$ cat src/hdl/lsfb_pkg.sv
// ============================================================================
// lsfb_pkg
// Shared constants and types for the linear seam feather blend pipeline.
// ============================================================================
package lsfb_pkg;

    // Field widths fixed by the pixel stream format
    localparam int COL_W       = 12;
    localparam int PIX_W       = 8;
    localparam int NCH         = 3;
    localparam int START_W     = 12;
    localparam int WIDTH_REG_W = 13;

    // Stream packing
    localparam int S_TDATA_W = 64;
    localparam int M_TDATA_W = NCH * PIX_W;
    localparam int BASE_LSB  = COL_W;
    localparam int OVER_LSB  = COL_W + NCH * PIX_W;

    // Default column limit
    localparam int MAX_WIDTH_DEF = 4096;

    // Configuration port
    localparam int CFG_IDX_W  = 1;
    localparam int CFG_DATA_W = WIDTH_REG_W;
    localparam logic [CFG_IDX_W-1:0] CFG_OVERLAP_START = 1'b0;
    localparam logic [CFG_IDX_W-1:0] CFG_IMAGE_WIDTH   = 1'b1;
    localparam logic [WIDTH_REG_W-1:0] IMAGE_WIDTH_RST = 13'd4096;

    // Divider: 8 quotient bits, two bits per stage
    localparam int QUO_W          = PIX_W;
    localparam int DIV_STEPS      = 2;
    localparam int DIV_STAGES     = QUO_W / DIV_STEPS;

    // decode, multiply, sum, divider stages, output register
    localparam int PIPE_STAGES = 3 + DIV_STAGES + 1;

    typedef logic [NCH-1:0][PIX_W-1:0] t_pix3;

    // Data that rides alongside the arithmetic
    typedef struct packed {
        t_pix3 base;
        logic  ov;
        logic  copy;
    } t_side;

endpackage

$ cat src/hdl/lsfb_div_stage.sv
// ============================================================================
// lsfb_div_stage
// Two restoring-division steps for all channels, registered on enable.
// ============================================================================
module lsfb_div_stage #(
    parameter int WW      = 13,
    parameter int STEP_HI = 7
) (
    input  logic                                       i_clk,
    input  logic                                       i_en,
    input  logic [lsfb_pkg::NCH-1:0][WW+lsfb_pkg::QUO_W-1:0] i_rem,
    input  logic [lsfb_pkg::NCH-1:0][lsfb_pkg::QUO_W-1:0]    i_q,
    input  logic [WW-1:0]                              i_span,
    output logic [lsfb_pkg::NCH-1:0][WW+lsfb_pkg::QUO_W-1:0] o_rem,
    output logic [lsfb_pkg::NCH-1:0][lsfb_pkg::QUO_W-1:0]    o_q,
    output logic [WW-1:0]                              o_span
);
    import lsfb_pkg::*;

    localparam int NW = WW + QUO_W;

    logic [NCH-1:0][NW-1:0]    n_rem;
    logic [NCH-1:0][QUO_W-1:0] n_q;

    always_comb begin
        logic [NW-1:0]    rem;
        logic [QUO_W-1:0] q;
        logic [NW-1:0]    dvs;
        for (int c = 0; c < NCH; c++) begin
            rem = i_rem[c];
            q   = i_q[c];
            for (int s = 0; s < DIV_STEPS; s++) begin
                dvs = NW'(i_span) << (STEP_HI - s);
                if (rem >= dvs) begin
                    rem = rem - dvs;
                    q   = q | (QUO_W'(1) << (STEP_HI - s));
                end
            end
            n_rem[c] = rem;
            n_q[c]   = q;
        end
    end

    always_ff @(posedge i_clk) begin
        if (i_en) begin
            o_rem  <= n_rem;
            o_q    <= n_q;
            o_span <= i_span;
        end
    end

endmodule

$ cat src/hdl/linear_seam_feather_blend.sv
// ============================================================================
// linear_seam_feather_blend
// Linear feather blend of a warped overlay onto a base image across a seam.
// ============================================================================
// Streaming pixel blender, one pixel pair per clock while not stalled. Each
// slave-side transaction carries a column and two BGR pixels; each master-side
// transaction returns one pixel plus an overlap flag in tuser. Inside the
// overlap [overlap_start, min(image_width, MAX_WIDTH)) every channel becomes
// floor((base*(W-k) + over*k) / W) with W the overlap span and k the offset
// of the column into it; a pure black overlay copies the base pixel (flag
// still set), and columns outside the overlap pass the base pixel with the
// flag clear. The stages are decode, multiply, sum, four divider stages of
// two quotient bits each, and the output register. Throughput is one
// transaction per clock while the output does not stall; each stage holds
// its item only while the stage after it holds too, so bubbles are
// squeezed out and s_axis_tready can stay high while a result waits on
// m_axis_tready. Write the configuration registers only while no transaction
// is in flight; the config port is always ready.
// ============================================================================
module linear_seam_feather_blend #(
    parameter int MAX_WIDTH = lsfb_pkg::MAX_WIDTH_DEF
) (
    input  logic                            i_clk,
    input  logic                            i_rst_n,
    // slave stream
    input  logic                            s_axis_tvalid,
    output logic                            s_axis_tready,
    // [11:0] column, [19:12] base_ch0, [27:20] base_ch1, [35:28] base_ch2,
    // [43:36] over_ch0, [51:44] over_ch1, [59:52] over_ch2, [63:60] zero
    input  logic [lsfb_pkg::S_TDATA_W-1:0]  s_axis_tdata,
    // master stream
    output logic                            m_axis_tvalid,
    input  logic                            m_axis_tready,
    // [7:0] out_ch0, [15:8] out_ch1, [23:16] out_ch2
    output logic [lsfb_pkg::M_TDATA_W-1:0]  m_axis_tdata,
    // [0] in_overlap
    output logic                            m_axis_tuser,
    // configuration write channel
    input  logic                            i_cfg_valid,
    output logic                            o_cfg_ready,
    input  logic [lsfb_pkg::CFG_IDX_W-1:0]  i_cfg_index,
    input  logic [lsfb_pkg::CFG_DATA_W-1:0] i_cfg_data
);
    import lsfb_pkg::*;

    // Span width and numerator width follow from the column limit
    localparam int WW = $clog2(MAX_WIDTH + 1);
    localparam int NW = WW + QUO_W;
    localparam int CW = (WW > WIDTH_REG_W) ? WW : WIDTH_REG_W;

    // ------------------------------------------------------------------
    // Configuration registers
    // ------------------------------------------------------------------
    logic [START_W-1:0]     r_overlap_start;
    logic [WIDTH_REG_W-1:0] r_image_width;

    assign o_cfg_ready = 1'b1;

    always_ff @(posedge i_clk) begin
        if (!i_rst_n) begin
            r_overlap_start <= '0;
            r_image_width   <= IMAGE_WIDTH_RST;
        end else if (i_cfg_valid) begin
            unique case (i_cfg_index)
                CFG_OVERLAP_START: r_overlap_start <= i_cfg_data[START_W-1:0];
                CFG_IMAGE_WIDTH:   r_image_width   <= i_cfg_data;
                default: ;
            endcase
        end
    end

    // ------------------------------------------------------------------
    // Valid chain and per-stage load enables. A stage loads when it is
    // empty or when the stage after it loads too.
    // ------------------------------------------------------------------
    logic [PIPE_STAGES-1:0] r_vld;
    logic [PIPE_STAGES-1:0] en;

    always_comb begin
        en[PIPE_STAGES-1] = !r_vld[PIPE_STAGES-1] || m_axis_tready;
        for (int i = PIPE_STAGES - 2; i >= 0; i--) begin
            en[i] = !r_vld[i] || en[i+1];
        end
    end

    assign s_axis_tready = en[0];

    always_ff @(posedge i_clk) begin
        if (!i_rst_n) begin
            r_vld <= '0;
        end else begin
            if (en[0]) begin
                r_vld[0] <= s_axis_tvalid;
            end
            for (int i = 1; i < PIPE_STAGES; i++) begin
                if (en[i]) begin
                    r_vld[i] <= r_vld[i-1];
                end
            end
        end
    end

    // ------------------------------------------------------------------
    // Stage 0: unpack, clamp width, classify the column
    // ------------------------------------------------------------------
    logic [COL_W-1:0] in_col;
    t_pix3            in_base;
    t_pix3            in_over;
    logic [CW-1:0]    col_x;
    logic [CW-1:0]    start_x;
    logic [CW-1:0]    width_x;
    logic             in_ov;

    always_comb begin
        in_col = s_axis_tdata[COL_W-1:0];
        for (int c = 0; c < NCH; c++) begin
            in_base[c] = s_axis_tdata[BASE_LSB + c*PIX_W +: PIX_W];
            in_over[c] = s_axis_tdata[OVER_LSB + c*PIX_W +: PIX_W];
        end
        col_x   = CW'(in_col);
        start_x = CW'(r_overlap_start);
        // saturate the width register at the column limit
        width_x = (CW'(r_image_width) > CW'(MAX_WIDTH)) ? CW'(MAX_WIDTH)
                                                        : CW'(r_image_width);
        in_ov   = (col_x >= start_x) && (col_x < width_x);
    end

    t_side         r_s0_side;
    t_pix3         r_s0_over;
    logic [WW-1:0] r_s0_wk;
    logic [WW-1:0] r_s0_pos;
    logic [WW-1:0] r_s0_span;

    always_ff @(posedge i_clk) begin
        if (en[0]) begin
            r_s0_side.base <= in_base;
            r_s0_side.ov   <= in_ov;
            // outside the overlap or black overlay: take the base pixel
            r_s0_side.copy <= !in_ov || (in_over == '0);
            r_s0_over      <= in_over;
            // only meaningful inside the overlap, where none of the three exceeds W
            r_s0_wk        <= WW'(width_x - col_x);
            r_s0_pos       <= WW'(col_x - start_x);
            r_s0_span      <= WW'(width_x - start_x);
        end
    end

    // ------------------------------------------------------------------
    // Stage 1: weight products per channel
    // ------------------------------------------------------------------
    t_side                       r_s1_side;
    logic [NCH-1:0][NW-1:0]      r_s1_pb;
    logic [NCH-1:0][NW-1:0]      r_s1_po;
    logic [WW-1:0]               r_s1_span;

    always_ff @(posedge i_clk) begin
        if (en[1]) begin
            r_s1_side <= r_s0_side;
            r_s1_span <= r_s0_span;
            for (int c = 0; c < NCH; c++) begin
                r_s1_pb[c] <= NW'(r_s0_side.base[c]) * NW'(r_s0_wk);
                r_s1_po[c] <= NW'(r_s0_over[c]) * NW'(r_s0_pos);
            end
        end
    end

    // ------------------------------------------------------------------
    // Stage 2: numerator, which stays below 256 * span
    // ------------------------------------------------------------------
    t_side                  r_s2_side;
    logic [NCH-1:0][NW-1:0] r_s2_num;
    logic [WW-1:0]          r_s2_span;

    always_ff @(posedge i_clk) begin
        if (en[2]) begin
            r_s2_side <= r_s1_side;
            r_s2_span <= r_s1_span;
            for (int c = 0; c < NCH; c++) begin
                r_s2_num[c] <= r_s1_pb[c] + r_s1_po[c];
            end
        end
    end

    // ------------------------------------------------------------------
    // Stages 3..6: restoring divider, two quotient bits per stage
    // ------------------------------------------------------------------
    logic [DIV_STAGES:0][NCH-1:0][NW-1:0]    rem_chain;
    logic [DIV_STAGES:0][NCH-1:0][QUO_W-1:0] q_chain;
    logic [DIV_STAGES:0][WW-1:0]             span_chain;
    t_side                                   r_div_side [DIV_STAGES];

    assign rem_chain[0]  = r_s2_num;
    assign q_chain[0]    = '0;
    assign span_chain[0] = r_s2_span;

    for (genvar g = 0; g < DIV_STAGES; g++) begin : g_div
        lsfb_div_stage #(
            .WW      (WW),
            .STEP_HI (QUO_W - 1 - g*DIV_STEPS)
        ) u_div (
            .i_clk  (i_clk),
            .i_en   (en[3+g]),
            .i_rem  (rem_chain[g]),
            .i_q    (q_chain[g]),
            .i_span (span_chain[g]),
            .o_rem  (rem_chain[g+1]),
            .o_q    (q_chain[g+1]),
            .o_span (span_chain[g+1])
        );
    end

    always_ff @(posedge i_clk) begin
        if (en[3]) begin
            r_div_side[0] <= r_s2_side;
        end
        for (int g = 1; g < DIV_STAGES; g++) begin
            if (en[3+g]) begin
                r_div_side[g] <= r_div_side[g-1];
            end
        end
    end

    // ------------------------------------------------------------------
    // Stage 7: output register, select blend or base pixel
    // ------------------------------------------------------------------
    t_pix3 r_out_pix;
    logic  r_out_ov;

    always_ff @(posedge i_clk) begin
        if (en[PIPE_STAGES-1]) begin
            r_out_ov <= r_div_side[DIV_STAGES-1].ov;
            for (int c = 0; c < NCH; c++) begin
                r_out_pix[c] <= r_div_side[DIV_STAGES-1].copy
                              ? r_div_side[DIV_STAGES-1].base[c]
                              : q_chain[DIV_STAGES][c];
            end
        end
    end

    assign m_axis_tvalid = r_vld[PIPE_STAGES-1];
    assign m_axis_tdata  = r_out_pix;
    assign m_axis_tuser  = r_out_ov;

endmodule

$ cat config.mk
export PLATFORM = sky130hd
export DESIGN_NAME = linear_seam_feather_blend
export DESIGN_NICKNAME = d
export VERILOG_FILES = /design/src/hdl/lsfb_pkg.sv /design/src/hdl/lsfb_div_stage.sv /design/src/hdl/linear_seam_feather_blend.sv
export SDC_FILE = /design/constraint.sdc
export NUM_CORES = 2
export LEC_CHECK = 0
export BUFFER_PORTS_ARGS = -buffer_cell sky130_fd_sc_hd__buf_2
export CAP_MARGIN = 30
export CORE_MARGIN = 4
export CORE_UTILIZATION = 40
export DETAILED_ROUTE_END_ITERATION = 10
export PLACE_DENSITY = 0.66
export SLEW_MARGIN = 20
export SYNTH_ARGS = -nofsm -noshare
export SYNTH_HDL_FRONTEND = slang
export SYNTH_SLANG_ARGS = --single-unit
$ cat constraint.sdc
create_clock -name i_clk -period 6.1 [get_ports i_clk]
set_input_delay 0.305 -clock i_clk [delete_from_list [all_inputs] [get_ports i_clk]]
set_output_delay 0.305 -clock i_clk [all_outputs]
set_load 0.005 [all_outputs]
==> results.sh <==
export IMPL_relSlewSlack_pct=31.59
export IMPL_grt_antenna_before_repair=6
export IMPL_final_net_count=7771
export IMPL_grt_use_total_pct=18.97
export IMPL_cpPeakStageDelay_ns=0.71
export IMPL_skew_ns=0.04688
export IMPL_cp_end_kind="flip-flop"
export IMPL_io_buffer_count=105
export IMPL_fp_dieW_um=413.5
export IMPL_dieArea_mm2=0.1710
export IMPL_critPathLaunchType="flip-flop"
export IMPL_hp_class="input pin to flip-flop"
export IMPL_crit_slowest_cell="edfxtp_1"
export IMPL_hpwl_um=128300
export IMPL_syn_nets=7511
export IMPL_insertion_delay_ns=0.71
export IMPL_grt_pass1_wl_um=255700
export IMPL_worstPathRequired_ns=6.50
export IMPL_hold_viol=0
export IMPL_period_share_pct=93.82
export IMPL_worst_path_max_fanout=18
export IMPL_path_clk_slew_ns=0.06
export IMPL_synth_avg_cell_area_um2=10.36
export IMPL_post_place_ws_ns=0.1277
export IMPL_fmax_ghz=0.1747
export IMPL_ys_seq_area_share_pct=36.29
export IMPL_path_cells="and2_1 -> fa_1 -> inv_1 -> fa_1 -> inv_1 -> fa_1 -> fa_1 -> ha_1 -> nand2_1 -> o21ai_0 -> o41ai_1 -> buf_4 -> o21ba_2 -> a21boi_0 -> nor2b_1 -> a2111oi_0 -> buf_4 -> a21oi_1 -> xnor2_1"
export IMPL_hold_slack_ns=0.08822
export IMPL_synth_warnings=0
export IMPL_fin_area_mm2=0.07323
export IMPL_synthArstFlopShare_pct=0
export IMPL_dieHeight_um=413.5
export IMPL_syn_cell_area_mm2=0.06578
export IMPL_cts_path_max_buffers=3
export IMPL_ant_nets=0
export IMPL_synth_top_area_cell="edfxtp_1"
export IMPL_wl_per_cell_um=18.20
export IMPL_worst_pin_slew_ns=1.026
export IMPL_dr_pass1_iters=6
export IMPL_area_growth_pct=11.33
export IMPL_first_global_vias=47085
export IMPL_detail_route_vias_per_cell=5.224
export IMPL_tns_ns=0
export IMPL_gp_congestion=0.9091
export IMPL_drc_errors=0
export IMPL_synth_flop_cell="edfxtp_1"
export IMPL_rsz0062_at_grt="false"
export IMPL_h_tree_depth=3
export IMPL_ys_ff_latch=806
export IMPL_initial_utilization_pct=40.32
export IMPL_run_status="finished, final reports clean"
export IMPL_cts_sinks=806
export IMPL_core_area_mm2=0.1631
export IMPL_dr_first_iter_drc_count=2985
export IMPL_syn_instance_count=6351
export IMPL_placed_cell_area_mm2=0.06972
export IMPL_root_buffer="clkbuf_16"
export IMPL_synth_area_top_cells="edfxtp_1 35%, fa_1 13%, ha_1 12%"
export IMPL_dr_total_vias=46271
export IMPL_synth_edff_count=773
export IMPL_critPathKind="flip-flop to flip-flop"
export IMPL_gr_total_overflow=0
export IMPL_slew_viol_final=0
export IMPL_synth_top_cell_area_share_pct=35.29
export IMPL_ys_types=90
export IMPL_rows=148
export IMPL_synth_commonest_cells="773 x edfxtp_1, 680 x inv_1, 654 x ha_1"
export IMPL_yosysMostFrequentCell="edfxtp_1"
export IMPL_finalWorstSetupSlack_ns=0.3771
export IMPL_setup_viol=0
export IMPL_drive_gt1_share_pct=9.190
export IMPL_tritoncts="yes"
export IMPL_grt_max_degree=144
export IMPL_fillers=15112
export IMPL_cp_arrival_ns=6.12
export IMPL_finalCriticalPeriod_ns=5.723
export IMPL_cts_buffers=85
export IMPL_drv_cap=0
export IMPL_ioPinCount=111
export IMPL_cp_common_cell="fa_1"
export IMPL_wirelength_um=161200
metal layers:
metal	wire length [µm]	up-vias	track usage [%]
met5	0	-	0
met4	8268	0	8.700
met3	7079	277	2.213
met2	75300	1045	31.41
met1	70580	22354	24.94
li1	-	22595	-
layout make-up:
| class | count | area [µm²] | share of cell area (%) |
|---|---|---|---|
| repair buffers | 342 | 2492 | 3.404 |
| clock inverters | 59 | 635.6 | 0.8680 |
| clock buffers | 98 | 2176 | 2.971 |
| flip-flops and latches | 806 | 23870 | 32.60 |
| well taps | 2175 | 2721 | 3.716 |
| diodes | 2 | 5.005 | 0.006834 |
| multi-input cells | 4693 | 38750 | 52.92 |
| inverters | 683 | 2576 | 3.518 |
state kept, by name, indices dropped and copies added, names as in the netlist, 24 cells and up:
name                flops
r_s1_po                63
r_div_side            104
r_s1_side              26
r_s0_side              26
m_axis_tdata           24
g_div.u_div.o_span     39
r_s1_pb                63
g_div.u_div.o_q        60
r_s2_side              26
g_div.u_div.o_rem     189
r_s2_num               63
r_s0_over              24
placed cells by master, fill, tap and decap left out, types with 67 or more instances in the layout:
cell type and n:
edfxtp_1 773, inv_1 676, ha_1 654, nand2_1 579, fa_1 423, a21oi_1 366
and2_1 361, nor2_1 351, xnor2_1 287, o21ai_0 264, buf_4 170, a21o_1 139
mux2_2 118, buf_2 106, nor2b_1 105, xor2_1 101, nor3_1 88, clkbuf_16 85
nand3_1 79, a21boi_0 67
path summary, 6_finish.rpt:
path                          startpoint                      to  slack (ns)  cells after the start
setup / recovery             r_s0_pos[4]             r_s1_po[62]        0.38                     19
hold / removal                   i_rst_n       r_image_width[12]        0.09                      2
setup reg to reg             r_s0_pos[4]             r_s1_po[62]        0.38                     19
hold reg to reg   g_div[2].u_div.o_q[12]  g_div[3].u_div.o_q[12]        0.41                      0
metrics by stage:
step	util (%)	std cells
after floorplan	-	6351
after global placement	42.73	8632
after detailed placement	42.74	8634
after CTS	44.85	8854
after global routing	44.88	8856
final	44.89	8858
cells by family after synthesis:
group                    after synthesis  synth area share (%)
AO/OA/AOI/OAI                       1183                 11.31
XOR/XNOR                             388                 5.166
adder cells (fa/ha/maj)             1077                 25.31
buffers and inverters                852                 4.913
flip-flops                           806                 36.29
multiplexers                         155                 2.646
other                                  1              0.005701
AND/OR/NAND/NOR                     1889                 14.35
critical path, delay by kind of cell (launching register included):
family / cells / cell delay, ns
AOI/OAI and AO/OA: 6 / 1.22
xor gates and xnor gates: 1 / 0.14
adders and majority gates: 5 / 2.30
buffers and inverters: 4 / 0.50
DFF: 1 / 0.71
and+or+nand+nor: 3 / 0.53
what timing repair did:
item / 4_1_cts / 5_1_grt
setup endpoints to repair: 0 / 52
hold endpoints to repair: 76 / 0
gates resized for setup: 0 / 10
buffers inserted: 0 / 2
hold buffers: 63 / 0
Power is left out: the tool's default activity adds up to more than one toggle a clock period on the data nets, which glitch-free logic cannot reach.
